**src/stb_pkg.sv**
```systemverilog
// Shared types and constants for the software timer bank.
package stb_pkg;

    localparam int MS_PER_SECOND = 1000;
    localparam int TPS_W         = 10;
    localparam int MS_W          = 16;
    localparam int PRODUCT_W     = MS_W + TPS_W;
    localparam int RECIP_SHIFT   = 36;
    localparam int RECIP_W       = 27;
    localparam int TICKS_W       = 17;
    localparam int REMAIN_W      = 18;
    localparam int TAG_W         = 32;
    localparam int COUNT_W       = 64;
    localparam int SLOT_FIELD_W  = 4;
    localparam int MAX_RESULTS   = 16;
    localparam int REP_CNT_W     = 5;
    localparam int IN_DATA_W     = 56;
    localparam int OUT_DATA_W    = 104;

    // Scaled reciprocal of 1000; it gives exact truncated quotients for every product below 2^26.
    localparam logic [RECIP_W-1:0] RECIP = RECIP_W'(((64'd1 << RECIP_SHIFT)
        + 64'(MS_PER_SECOND) - 64'd1) / 64'(MS_PER_SECOND));

    localparam logic [TPS_W-1:0] TPS_RESET = 10'd100;

    typedef enum logic [1:0] {
        ACT_TICK       = 2'd0,
        ACT_REGISTER   = 2'd1,
        ACT_UNREGISTER = 2'd2
    } action_t;

    typedef enum logic [2:0] {
        KIND_REGISTERED   = 3'd0,
        KIND_UNREGISTERED = 3'd1,
        KIND_EXPIRED      = 3'd2,
        KIND_FULL         = 3'd3,
        KIND_NOT_ACTIVE   = 3'd4
    } kind_t;

    typedef struct packed {
        logic                       claim;
        logic                       release_slot;
        logic                       load_remaining;
        logic                       periodic;
        logic [TICKS_W-1:0]         reload;
        logic signed [REMAIN_W-1:0] remaining;
        logic [TAG_W-1:0]           tag;
    } slot_wr_t;

    typedef struct packed {
        logic                       active;
        logic                       periodic;
        logic [TICKS_W-1:0]         reload;
        logic signed [REMAIN_W-1:0] remaining;
        logic [TAG_W-1:0]           tag;
    } slot_rd_t;

endpackage

```
**src/stb_ms_to_ticks.sv**
```systemverilog
// Millisecond to tick conversion: one multiply, then a multiply by the scaled reciprocal of 1000.
module stb_ms_to_ticks
    import stb_pkg::*;
(
    input  logic               clk,
    input  logic               rst_n,
    input  logic               start,
    input  logic [MS_W-1:0]    duration_ms,
    input  logic [TPS_W-1:0]   ticks_per_second,
    output logic               done,
    output logic [TICKS_W-1:0] ticks
);

    logic                           busy_reg;
    logic                           busy_next;
    logic [PRODUCT_W-1:0]           product_reg;
    logic [PRODUCT_W-1:0]           product_next;
    logic [TICKS_W-1:0]             ticks_reg;
    logic [TICKS_W-1:0]             ticks_next;
    logic [PRODUCT_W+RECIP_W-1:0]   scaled;

    always_comb
    begin
        scaled       = {{RECIP_W{1'b0}}, product_reg} * {{PRODUCT_W{1'b0}}, RECIP};
        busy_next    = 1'b0;
        product_next = product_reg;
        ticks_next   = ticks_reg;
        if (start)
        begin
            busy_next    = 1'b1;
            product_next = {{TPS_W{1'b0}}, duration_ms} * {{MS_W{1'b0}}, ticks_per_second};
        end
        else if (busy_reg)
        begin
            ticks_next = scaled[RECIP_SHIFT +: TICKS_W];
        end
    end

    always_ff @(posedge clk or negedge rst_n)
    begin
        if (!rst_n)
        begin
            busy_reg <= 1'b0;
        end
        else
        begin
            busy_reg <= busy_next;
        end
    end

    always_ff @(posedge clk)
    begin
        product_reg <= product_next;
        ticks_reg   <= ticks_next;
    end

    assign done  = !busy_reg;
    assign ticks = ticks_reg;

endmodule

```
**src/stb_slot_file.sv**
```systemverilog
// Slot storage with one read port and one write port addressed by the sequencer.
module stb_slot_file
    import stb_pkg::*;
#(
    parameter int NUM_SLOTS = 16,
    parameter int IDX_W     = 4
)
(
    input  logic             clk,
    input  logic             rst_n,
    input  logic [IDX_W-1:0] addr,
    input  slot_wr_t         wr,
    output slot_rd_t         rd
);

    logic [NUM_SLOTS-1:0]       active_reg;
    logic [NUM_SLOTS-1:0]       periodic_reg;
    logic [TICKS_W-1:0]         reload_reg    [NUM_SLOTS];
    logic signed [REMAIN_W-1:0] remaining_reg [NUM_SLOTS];
    logic [TAG_W-1:0]           tag_reg       [NUM_SLOTS];

    always_ff @(posedge clk or negedge rst_n)
    begin
        if (!rst_n)
        begin
            active_reg   <= '0;
            periodic_reg <= '0;
        end
        else if (wr.claim)
        begin
            active_reg[addr]   <= 1'b1;
            periodic_reg[addr] <= wr.periodic;
        end
        else if (wr.release_slot)
        begin
            active_reg[addr] <= 1'b0;
        end
    end

    always_ff @(posedge clk)
    begin
        if (wr.claim)
        begin
            reload_reg[addr]    <= wr.reload;
            remaining_reg[addr] <= wr.remaining;
            tag_reg[addr]       <= wr.tag;
        end
        else if (wr.load_remaining)
        begin
            remaining_reg[addr] <= wr.remaining;
        end
    end

    always_comb
    begin
        rd.active    = active_reg[addr];
        rd.periodic  = periodic_reg[addr];
        rd.reload    = reload_reg[addr];
        rd.remaining = remaining_reg[addr];
        rd.tag       = tag_reg[addr];
    end

endmodule

```
**src/software_timer_bank.sv**
```systemverilog
// Top level of the software timer bank: item sequencer, tick counter and result register.
//
// Items enter on s_tvalid/s_tready with s_tuser carrying the action (tick, register,
// unregister). Results leave on m_tvalid/m_tready; m_tuser carries the result kind and
// m_tlast marks the final result of an item. The tick rate register is written through
// cfg_wen/cfg_wdata; the user must write it only while the block is idle, which the block itself does not enforce.
// A register item goes through the millisecond to tick conversion (the product of
// duration and tick rate, then a multiply by the scaled reciprocal of 1000), then the
// slot walk looks for a free slot. A tick item walks every slot; the walk visits one
// slot per cycle through the single decrement and compare unit, except while a result
// waits for the output register to be free.
// Items are taken one at a time; s_tready is high only between items.
// A finished result waits in the output register, so the next item can be accepted before
// it is taken. When the receiver stalls, the walk stops at the next result to report
// and resumes once the output register is free; nothing is dropped.
// Reset frees all slots, clears the tick count and sets the tick rate to 100.
// Ticks with no expiry and undefined actions produce no result.
module software_timer_bank
    import stb_pkg::*;
#(
    parameter int NUM_SLOTS = 16
)
(
    input  logic                  clk,
    input  logic                  rst_n,
    input  logic                  s_tvalid,
    output logic                  s_tready,
    input  logic [IN_DATA_W-1:0]  s_tdata,  // duration_ms, periodic, tag, slot, zero pad
    input  logic [1:0]            s_tuser,  // action
    output logic                  m_tvalid,
    input  logic                  m_tready,
    output logic [OUT_DATA_W-1:0] m_tdata,  // slot_id, expired_tag, tick_count, zero pad
    output logic [2:0]            m_tuser,  // kind
    output logic                  m_tlast,
    input  logic                  cfg_wen,
    input  logic [TPS_W-1:0]      cfg_wdata
);

    localparam int IDX_W = (NUM_SLOTS > 1) ? $clog2(NUM_SLOTS) : 1;
    localparam logic [IDX_W-1:0] LAST_IDX = IDX_W'(NUM_SLOTS - 1);

    typedef enum logic [2:0] {
        ST_IDLE,
        ST_CONVERT,
        ST_SEARCH,
        ST_UNREG,
        ST_WALK,
        ST_FLUSH
    } state_t;

    state_t                  state_reg;
    state_t                  state_next;
    logic [IDX_W-1:0]        idx_reg;
    logic [IDX_W-1:0]        idx_next;
    logic                    periodic_reg;
    logic                    periodic_next;
    logic [TAG_W-1:0]        tag_reg;
    logic [TAG_W-1:0]        tag_next;
    logic [SLOT_FIELD_W-1:0] slot_reg;
    logic [SLOT_FIELD_W-1:0] slot_next;
    logic                    pend_valid_reg;
    logic                    pend_valid_next;
    logic [SLOT_FIELD_W-1:0] pend_slot_reg;
    logic [SLOT_FIELD_W-1:0] pend_slot_next;
    logic [TAG_W-1:0]        pend_tag_reg;
    logic [TAG_W-1:0]        pend_tag_next;
    logic [REP_CNT_W-1:0]    rep_cnt_reg;
    logic [REP_CNT_W-1:0]    rep_cnt_next;
    logic [COUNT_W-1:0]      ticks_elapsed_reg;
    logic [COUNT_W-1:0]      ticks_elapsed_next;
    logic [TPS_W-1:0]        tps_reg;
    logic                    m_tvalid_reg;
    logic                    m_tvalid_next;
    kind_t                   out_kind_reg;
    kind_t                   out_kind_next;
    logic [SLOT_FIELD_W-1:0] out_slot_reg;
    logic [SLOT_FIELD_W-1:0] out_slot_next;
    logic [TAG_W-1:0]        out_tag_reg;
    logic [TAG_W-1:0]        out_tag_next;
    logic [COUNT_W-1:0]      out_count_reg;
    logic [COUNT_W-1:0]      out_count_next;
    logic                    out_last_reg;
    logic                    out_last_next;

    logic                       accept;
    logic                       out_free;
    logic                       push;
    logic                       conv_start;
    logic                       conv_done;
    logic [TICKS_W-1:0]         conv_ticks;
    logic [IDX_W-1:0]           addr;
    logic [IDX_W-1:0]           unreg_addr;
    logic [IDX_W+SLOT_FIELD_W-1:0] unreg_wide;
    logic [IDX_W+SLOT_FIELD_W-1:0] idx_wide;
    logic [SLOT_FIELD_W-1:0]    idx_field;
    logic                       unreg_in_range;
    logic signed [REMAIN_W-1:0] dec;
    logic                       expire;
    slot_wr_t                   wr;
    slot_rd_t                   rd;

    assign accept     = s_tvalid && s_tready;
    assign s_tready   = (state_reg == ST_IDLE);
    assign out_free   = !m_tvalid_reg || m_tready;
    assign conv_start = accept && (action_t'(s_tuser) == ACT_REGISTER);

    assign unreg_wide     = {{IDX_W{1'b0}}, slot_reg};
    assign unreg_addr     = unreg_wide[IDX_W-1:0];
    assign unreg_in_range = ({28'd0, slot_reg} < 32'(NUM_SLOTS));
    assign idx_wide       = {{SLOT_FIELD_W{1'b0}}, idx_reg};
    assign idx_field      = idx_wide[SLOT_FIELD_W-1:0];
    assign addr           = (state_reg == ST_UNREG) ? unreg_addr : idx_reg;

    assign dec    = rd.remaining - 18'sd1;
    assign expire = (dec <= 18'sd0);

    stb_ms_to_ticks u_conv (
        .clk              (clk),
        .rst_n            (rst_n),
        .start            (conv_start),
        .duration_ms      (s_tdata[15:0]),
        .ticks_per_second (tps_reg),
        .done             (conv_done),
        .ticks            (conv_ticks)
    );

    stb_slot_file #(
        .NUM_SLOTS (NUM_SLOTS),
        .IDX_W     (IDX_W)
    ) u_slots (
        .clk   (clk),
        .rst_n (rst_n),
        .addr  (addr),
        .wr    (wr),
        .rd    (rd)
    );

    always_comb
    begin
        state_next         = state_reg;
        idx_next           = idx_reg;
        periodic_next      = periodic_reg;
        tag_next           = tag_reg;
        slot_next          = slot_reg;
        pend_valid_next    = pend_valid_reg;
        pend_slot_next     = pend_slot_reg;
        pend_tag_next      = pend_tag_reg;
        rep_cnt_next       = rep_cnt_reg;
        ticks_elapsed_next = ticks_elapsed_reg;
        push               = 1'b0;
        out_kind_next      = out_kind_reg;
        out_slot_next      = out_slot_reg;
        out_tag_next       = out_tag_reg;
        out_count_next     = out_count_reg;
        out_last_next      = out_last_reg;
        wr                 = '0;
        wr.periodic        = periodic_reg;
        wr.reload          = conv_ticks;
        wr.remaining       = $signed({1'b0, conv_ticks});
        wr.tag             = tag_reg;

        unique case (state_reg)
            ST_IDLE:
            begin
                if (accept)
                begin
                    periodic_next = s_tdata[16];
                    tag_next      = s_tdata[48:17];
                    slot_next     = s_tdata[52:49];
                    idx_next      = '0;
                    rep_cnt_next  = '0;
                    unique case (s_tuser)
                        ACT_TICK:
                        begin
                            ticks_elapsed_next = ticks_elapsed_reg + 64'd1;
                            state_next         = ST_WALK;
                        end
                        ACT_REGISTER:   state_next = ST_CONVERT;
                        ACT_UNREGISTER: state_next = ST_UNREG;
                        default:        state_next = ST_IDLE;
                    endcase
                end
            end
            ST_CONVERT:
            begin
                if (conv_done)
                begin
                    state_next = ST_SEARCH;
                end
            end
            ST_SEARCH:
            begin
                if (!rd.active)
                begin
                    if (out_free)
                    begin
                        wr.claim      = 1'b1;
                        push          = 1'b1;
                        out_kind_next = KIND_REGISTERED;
                        out_slot_next = idx_field;
                        out_tag_next  = tag_reg;
                        out_last_next = 1'b1;
                        state_next    = ST_IDLE;
                    end
                end
                else if (idx_reg == LAST_IDX)
                begin
                    if (out_free)
                    begin
                        push          = 1'b1;
                        out_kind_next = KIND_FULL;
                        out_slot_next = '0;
                        out_tag_next  = tag_reg;
                        out_last_next = 1'b1;
                        state_next    = ST_IDLE;
                    end
                end
                else
                begin
                    idx_next = idx_reg + 1'b1;
                end
            end
            ST_UNREG:
            begin
                if (out_free)
                begin
                    push          = 1'b1;
                    out_slot_next = slot_reg;
                    out_last_next = 1'b1;
                    state_next    = ST_IDLE;
                    if (unreg_in_range && rd.active)
                    begin
                        wr.release_slot = 1'b1;
                        out_kind_next   = KIND_UNREGISTERED;
                        out_tag_next    = rd.tag;
                    end
                    else
                    begin
                        out_kind_next = KIND_NOT_ACTIVE;
                        out_tag_next  = '0;
                    end
                end
            end
            ST_WALK:
            begin
                // An expiry is held back until the next one is found, so that the final one can carry tlast.
                if (!(rd.active && expire && (rep_cnt_reg < REP_CNT_W'(MAX_RESULTS))
                      && pend_valid_reg && !out_free))
                begin
                    if (rd.active)
                    begin
                        if (!expire)
                        begin
                            wr.load_remaining = 1'b1;
                            wr.remaining      = dec;
                        end
                        else
                        begin
                            if (rd.periodic)
                            begin
                                wr.load_remaining = 1'b1;
                                wr.remaining      = $signed({1'b0, rd.reload});
                            end
                            else
                            begin
                                wr.release_slot = 1'b1;
                            end
                            if (rep_cnt_reg < REP_CNT_W'(MAX_RESULTS))
                            begin
                                if (pend_valid_reg)
                                begin
                                    push          = 1'b1;
                                    out_kind_next = KIND_EXPIRED;
                                    out_slot_next = pend_slot_reg;
                                    out_tag_next  = pend_tag_reg;
                                    out_last_next = 1'b0;
                                end
                                pend_valid_next = 1'b1;
                                pend_slot_next  = idx_field;
                                pend_tag_next   = rd.tag;
                                rep_cnt_next    = rep_cnt_reg + 1'b1;
                            end
                        end
                    end
                    if (idx_reg == LAST_IDX)
                    begin
                        state_next = ST_FLUSH;
                    end
                    else
                    begin
                        idx_next = idx_reg + 1'b1;
                    end
                end
            end
            ST_FLUSH:
            begin
                if (!pend_valid_reg)
                begin
                    state_next = ST_IDLE;
                end
                else if (out_free)
                begin
                    push            = 1'b1;
                    out_kind_next   = KIND_EXPIRED;
                    out_slot_next   = pend_slot_reg;
                    out_tag_next    = pend_tag_reg;
                    out_last_next   = 1'b1;
                    pend_valid_next = 1'b0;
                    state_next      = ST_IDLE;
                end
            end
            default:
            begin
                state_next = ST_IDLE;
            end
        endcase

        if (push)
        begin
            out_count_next = ticks_elapsed_reg;
            m_tvalid_next  = 1'b1;
        end
        else
        begin
            m_tvalid_next = m_tvalid_reg && !m_tready;
        end
    end

    always_ff @(posedge clk or negedge rst_n)
    begin
        if (!rst_n)
        begin
            state_reg         <= ST_IDLE;
            idx_reg           <= '0;
            pend_valid_reg    <= 1'b0;
            rep_cnt_reg       <= '0;
            ticks_elapsed_reg <= '0;
            tps_reg           <= TPS_RESET;
            m_tvalid_reg      <= 1'b0;
        end
        else
        begin
            state_reg         <= state_next;
            idx_reg           <= idx_next;
            pend_valid_reg    <= pend_valid_next;
            rep_cnt_reg       <= rep_cnt_next;
            ticks_elapsed_reg <= ticks_elapsed_next;
            m_tvalid_reg      <= m_tvalid_next;
            if (cfg_wen)
            begin
                tps_reg <= cfg_wdata;
            end
        end
    end

    always_ff @(posedge clk)
    begin
        periodic_reg  <= periodic_next;
        tag_reg       <= tag_next;
        slot_reg      <= slot_next;
        pend_slot_reg <= pend_slot_next;
        pend_tag_reg  <= pend_tag_next;
        out_kind_reg  <= out_kind_next;
        out_slot_reg  <= out_slot_next;
        out_tag_reg   <= out_tag_next;
        out_count_reg <= out_count_next;
        out_last_reg  <= out_last_next;
    end

    assign m_tvalid = m_tvalid_reg;
    assign m_tuser  = out_kind_reg;
    assign m_tlast  = out_last_reg;
    assign m_tdata  = {4'd0, out_count_reg, out_tag_reg, out_slot_reg};

    a_pend_only_in_walk: assert property (@(posedge clk) disable iff (!rst_n)
        (state_reg == ST_IDLE) |-> !pend_valid_reg)
        else $error("held expiry left behind after a tick");

    a_push_needs_room: assert property (@(posedge clk) disable iff (!rst_n)
        push |-> out_free)
        else $error("result pushed over an untaken result");

    a_tick_counts: assert property (@(posedge clk) disable iff (!rst_n)
        (accept && s_tuser == ACT_TICK) |=>
        (ticks_elapsed_reg == $past(ticks_elapsed_reg) + 64'd1))
        else $error("tick count did not advance on a tick");

    a_report_cap: assert property (@(posedge clk) disable iff (!rst_n)
        rep_cnt_reg <= REP_CNT_W'(MAX_RESULTS))
        else $error("more expiries reported than allowed");

endmodule

```
**config.mk**
```make
export PLATFORM = sky130hd
export DESIGN_NAME = software_timer_bank
export DESIGN_NICKNAME = d
export VERILOG_FILES = /design/src/stb_pkg.sv /design/src/stb_ms_to_ticks.sv /design/src/stb_slot_file.sv /design/src/software_timer_bank.sv
export SDC_FILE = /design/constraint.sdc
export NUM_CORES = 2
export LEC_CHECK = 0
export BUFFER_PORTS_ARGS = -buffer_cell sky130_fd_sc_hd__buf_2
export CORE_MARGIN = 2
export CORE_UTILIZATION = 25
export DETAILED_ROUTE_END_ITERATION = 10
export GPL_TIMING_DRIVEN = 0
export MAX_ROUTING_LAYER = met4
export PLACE_DENSITY = 0.47
export SLEW_MARGIN = 20
export SYNTH_ARGS = -nofsm -noshare
export SYNTH_HDL_FRONTEND = slang
export SYNTH_SLANG_ARGS = --single-unit
```
**constraint.sdc**
```tcl
create_clock -name clk -period 29.7 [get_ports clk]
set_input_delay 5.94 -clock clk [delete_from_list [all_inputs] [get_ports clk]]
set_output_delay 5.94 -clock clk [all_outputs]
set_load 0.005 [all_outputs]
```
Word level (Yosys, flattened, before mapping) --
Memory sizes are Yosys's and may differ from the RTL's. Index checks and enable logic that the tools add are counted.
Operators by class: bitwise logic cells 6, reduce and logical (&&, ||, !) cells 30, magnitude comparators 4, eq/ne operators 23, multiplexer cells 123, add/sub/neg operators 4, $mul 2
Operator list (count):
- 32-bit 2-to-1 mux | 12
- 32-bit case mux with 4 select lines | 1
- 18-bit 2-to-1 mux | 5
- 4-bit 2-to-1 mux | 17
- 64-bit by 1-bit adder with 64-bit output, second input constant | 1
- 3-bit 2-to-1 mux | 21
- 26-bit by 27-bit multiplier with 53-bit output, second input constant | 1
- 1-bit 2-to-1 mux | 43
- 16-bit 2-to-1 mux | 2
- 16-bit by 10-bit multiplier with 26-bit output | 1
- 5-bit 2-to-1 mux | 5
- 2-bit != test, second input constant | 11
- 18-bit by 1-bit less-or-equal comparator with 1-bit output, second input constant | 1
- 3-bit case mux with 6 select lines | 1
- 18-bit by 2-bit subtractor with 18-bit output, second input constant | 1
- 17-bit 2-to-1 mux | 1
- 16-bit bitwise AND | 1
- 16-bit bitwise mux | 1
- 16-bit inverter | 1
- 16-bit bitwise OR | 1
- 4-bit case mux with 4 select lines | 1
- 5-bit AND reduction | 3
- 3-bit case mux with 4 select lines | 1
- 4-bit case mux with 3 select lines | 1
- 37 further kinds | 58
Word-level totals: register bits after elaboration 341, memories kept 3, logic and storage cells 217, output and inout bits 110, bits in writable memories 1072
Memory list:
- u_slots.tag_reg | depth 16, width 32, read ports 1, clocked after Yosys merged registers in 0, write ports 1, line stb_slot_file.sv:20 | logic [TAG_W-1:0] tag_reg [NUM_SLOTS];
- u_slots.remaining_reg | depth 16, width 18, read ports 1, clocked after Yosys merged registers in 0, write ports 1, line stb_slot_file.sv:19 | logic signed [REMAIN_W-1:0] remaining_reg [NUM_SLOTS];
- u_slots.reload_reg | depth 16, width 17, read ports 1, clocked after Yosys merged registers in 0, write ports 1, line stb_slot_file.sv:18 | logic [TICKS_W-1:0] reload_reg [NUM_SLOTS];

Depth between registers and ports, before layout --
An unclocked memory read counts as a cell.
depth after elaboration 15, gate-level depth with buffers 28

Modules after synthesis --
Synthesis repeated with hierarchy kept, for this count alone.
Second synthesis, totals: cell total of the unflattened synthesis 4312, area, all modules 69406.6 µm²
By module, submodules not included:
- stb_slot_file | instances 1, cells each 1794, seq. area each 32991.6 µm², area an instance 41636.2 µm²
- stb_ms_to_ticks | instances 1, cells each 1683, seq. area each 1316.3 µm², area an instance 16578.4 µm²
- software_timer_bank | instances 1, cells each 835, seq. area each 7521.0 µm², area an instance 11192.0 µm²

Least setup slack after synthesis --
OpenSTA, ideal clock, no wires.
path type input to register, from in m_tready, to reg out_count_reg[0], enable pin, path buffers 0, data arrival time 10.745 ns, path slack 18.374 ns, stages on the path 2, cell sequence nor2b_1 > a211oi_1
Between the ends: cells in the longest elaborated chain, start to end 5, elaborated cells on any way between the ends 9, classes of those cells mux (6); reduce/logical (3)
Ends and longest elaborated chain:
- start: declaration | line software_timer_bank.sv:31 | input logic m_tready,
- 1-bit logical OR * | line software_timer_bank.sv:104 | assign out_free = !m_tvalid_reg || m_tready;
- 1-bit 2-to-1 mux / 1-bit logical NOT (equally long branches)
- 1-bit 2-to-1 mux / 1-bit logical AND (equally long branches) | line software_timer_bank.sv:206, software_timer_bank.sv:248
- 1-bit 2-to-1 mux (on tied branches) | line software_timer_bank.sv:193, software_timer_bank.sv:247
- 1-bit case mux with 4 select lines * | line software_timer_bank.sv:162 | unique case (state_reg)
- net push | line software_timer_bank.sv:87 | logic push;
- end signal: assignment | line software_timer_bank.sv:366 | out_count_reg <= out_count_next;
- end: declaration | line software_timer_bank.sv:80 | logic [COUNT_W-1:0] out_count_reg;
Mark *: on every way through the listed nets, which the timed path passes. The rest lies on a longest branch. A chain may end at the register's enable or synchronous reset.

Worst setup path in the final report --
from in s_tdata[12], to reg u_conv.product_reg[24], data pin
Between the ends: cells in the longest elaborated chain, start to end 1
Ends and longest elaborated chain:
- start: declaration | line software_timer_bank.sv:28 | input logic [IN_DATA_W-1:0] s_tdata,
- 16-bit by 10-bit multiplier with 26-bit output | line stb_ms_to_ticks.sv:31 | product_next = {{TPS_W{1'b0}}, duration_ms} * {{MS_W{1'b0}}, ticks_per_second};
- end signal: assignment | line stb_ms_to_ticks.sv:53 | product_reg <= product_next;
- end: declaration | line stb_ms_to_ticks.sv:16 | logic [PRODUCT_W-1:0] product_reg;
Every way passes these cells.

==> results.md <==
* DP Worst Slack at 17.89 ns
* Die X at 530 um
* Worst-path fanout max at 10
* Largest net degree at the start of global routing at 73
* Final Hold Vio Count at 0
* Setup Fix Bufs, Post-CTS at 0
* Required time of the critical path at 30.22 ns
* Port bufs at 159
* Count of cells resized by post-cts repair at 0
* Netlist cell types at 78
* CTS root buffer: clkbuf_16
* Overall routed net length at 184000 um
* DR DRC count at 0
* Final core utilization at 0.297
* # fillers at 27600
* Via count at 38100
* Critical path cell sequence: clkbuf_1 -> nand2_1 -> fa_1 -> inv_1 -> fa_1 -> inv_1 -> fa_1 -> inv_1 -> fa_1 -> fa_1 -> ha_1 -> or4_1 -> o31ai_1 -> a211o_1 -> o21ai_0 -> a221oi_1 -> xnor2_1
* Hold crit path type: flop to flop
* Share of cells above drive strength 1 at 0.175
* # setup viols final at 0
* Synth Cell Area at 69200 um^2
* Dominant synthesized flop cell: edfxtp_1
* Drt pass-1 iters at 8
* Ys async rst share at 0.0856
* Period utilisation layout at 0.367
* Final HPWL DP at 131000 um
* Most frequent cell after synthesis: edfxtp_1
* Clk sinks at 1413
* Number of global-route vias before repair at 40300
* Synth-to-layout area growth at 18.2%
* Hold path depth at 0
* CTS tree: yes
* CP startpoint kind: primary input
* Grt total ovfl at 0
* Max FFs per register at 512
* Post-DRT Antenna Nets at 0
* First-pass GRT wire length at 274000 um
* Commonest cells post-synth: 1292 x edfxtp_1, 535 x inv_1, 394 x nand2_1
* # rows at 193
* Worst hold slack at 0.461 ns
* Wirelength per Cell at 21.4 um
* Area of the multi-input gates at 24900 um^2
* Rel. slew slack at 0.285
* Number of vias per cell at 4.43
* First DRT Iteration DRCs at 3047
* CP max stage cell: or4_1
* Synthesis Warnings at 0
* Post-CTS Hold Buffers at 0
* Initial Util at 0.251
* Setup ws final at 18.79 ns
* Clk_skew at 0.109 ns
* Nets at 5514
* Die height at 530 um
* Seq. cell area at 41800 um^2
* Min-delay src: ticks_elapsed_reg[31]
* Reg2Reg Capture Point: u_conv.ticks[15]
* R2r startpoint: u_conv.product_reg[12]
* Syn Area/Cell at 15.9 um^2
* Status: complete, no violations
* Share of the synthesized area in the top cell type at 0.561
* Bufs on Longest Clock Path at 4
* Achievable Freq at 91.7 MHz
* Worst skew pair latency at 0.84 ns
* Count of state elements after synthesis at 1413
* Hold path endpoint: out_count_reg[31]
* Max-cap viol count at 0
* CP endpoint kind: flop
* Ranking of synthesized cells by area: edfxtp_1 56%, fa_1 9.3%, mux4_2 8.8%, ha_1 6.1%, dfrtp_1 4.3%
* Max-slew violations at 0
* GPL Wtd Cong at 0.828
* Worst-Margin Slew at 1.07 ns
* Core Region at 276000 um^2
* IO Pins at 183
* Antenna violations before repair at 4
* Die area at 281000 um^2
* Setup TNS at 0 ns
* Gate Count Post-Synth at 4360
* CP bufs+invs at 4
* Fin crit period at 10.91 ns
* R2R cell count at 23
* Seq/Total Area, Yosys at 0.605
* Cell taking the most area after synthesis: edfxtp_1
* CTS Buf Count at 159
* Crit-path most repeated cell: fa_1
* CP delay by family, top: adder cells
* Reg2reg setup slack at 21.52 ns
* Crit-path max cell delay at 0.61 ns
* RSZ-0062 raised after global routing: false
* H-Tree Depth at 4
* Crit Path Class: primary input to flop
* Crit path DAT at 11.43 ns
* Register clock-pin slew on the reported worst setup and hold paths at 0.06 ns
* Overall routing resource usage at 0.135
* Number of flops mapped to enable cells by yosys at 1292
cells in the final DEF (no fill, tap or decap), drive strengths merged, types with 11 or more instances in the layout:
master / instances
and3: 73
ha: 338
a222oi: 32
dfrtp: 118
xnor2: 82
nor3: 35
a221o: 23
nand2: 394
a21o: 27
nand3: 38
mux4: 271
fa: 322
o21ai: 28
clkinv: 55
mux2i: 17
o21bai: 11
o22a: 16
buf: 308
nand4: 22
a22oi: 30
a31oi: 50
conb: 20
a21oi: 41
nor2: 113
clkbuf: 311
inv: 543
edfxtp: 1292
a211oi: 24
and2: 78
mux2: 28
xor2: 27
worst max-delay path by stage:
stage,start,to,cells past startpoint
floorplan,m_tready,out_count_reg[0],2
global placement,m_tready,out_count_reg[14],3
detailed placement,s_tdata[12],u_conv.product_reg[24],17
CTS,s_tdata[12],u_conv.product_reg[24],17
global route,s_tdata[4],u_conv.product_reg[24],22
finish,s_tdata[12],u_conv.product_reg[24],17
cell families after synthesis:
family	Yosys count	synth area share
flip-flops	1413	0.605
AND/OR/NAND/NOR	802	0.0540
buffers and inverters	714	0.0405
adder cells (fa/ha/maj)	660	0.154
AO/OA/AOI/OAI	345	0.0376
multiplexers	316	0.0952
XOR/XNOR	109	0.0138
other	1	0.0000542
per-layer routing:
| metal | routed length [um] | GRT usage | vias to the layer above |
|---|---|---|---|
| met1 | 84300 | 0.183 | 20000 |
| met3 | 9920 | 0.0226 | 230 |
| met4 | 3580 | 0.0277 | 0 |
| met5 | 0 | - | - |
| met2 | 86200 | 0.212 | 1014 |
| li1 | - | - | 16900 |
layout make-up:
type | instances | area share
flip-flops and latches | 1413 | 0.511
plain buffers | 177 | 0.00980
clock inverters | 75 | 0.00774
diodes | 5 | 0.000153
clock buffers | 201 | 0.0517
repair buffers | 241 | 0.0334
multi-input cells | 2252 | 0.305
inverters | 537 | 0.0247
well taps | 3705 | 0.0567
per-stage QoR:
step | cells | instance area (um^2)
floorplan | 4379 | 69300
global placement | 8243 | 74700
detailed placement | 8324 | 76900
CTS | 8600 | 81800
global route | 8604 | 81800
finish | 8606 | 81800
Power is left out: the tool's default activity adds up to more than one toggle a clock period on the data nets, which glitch-free logic cannot reach.
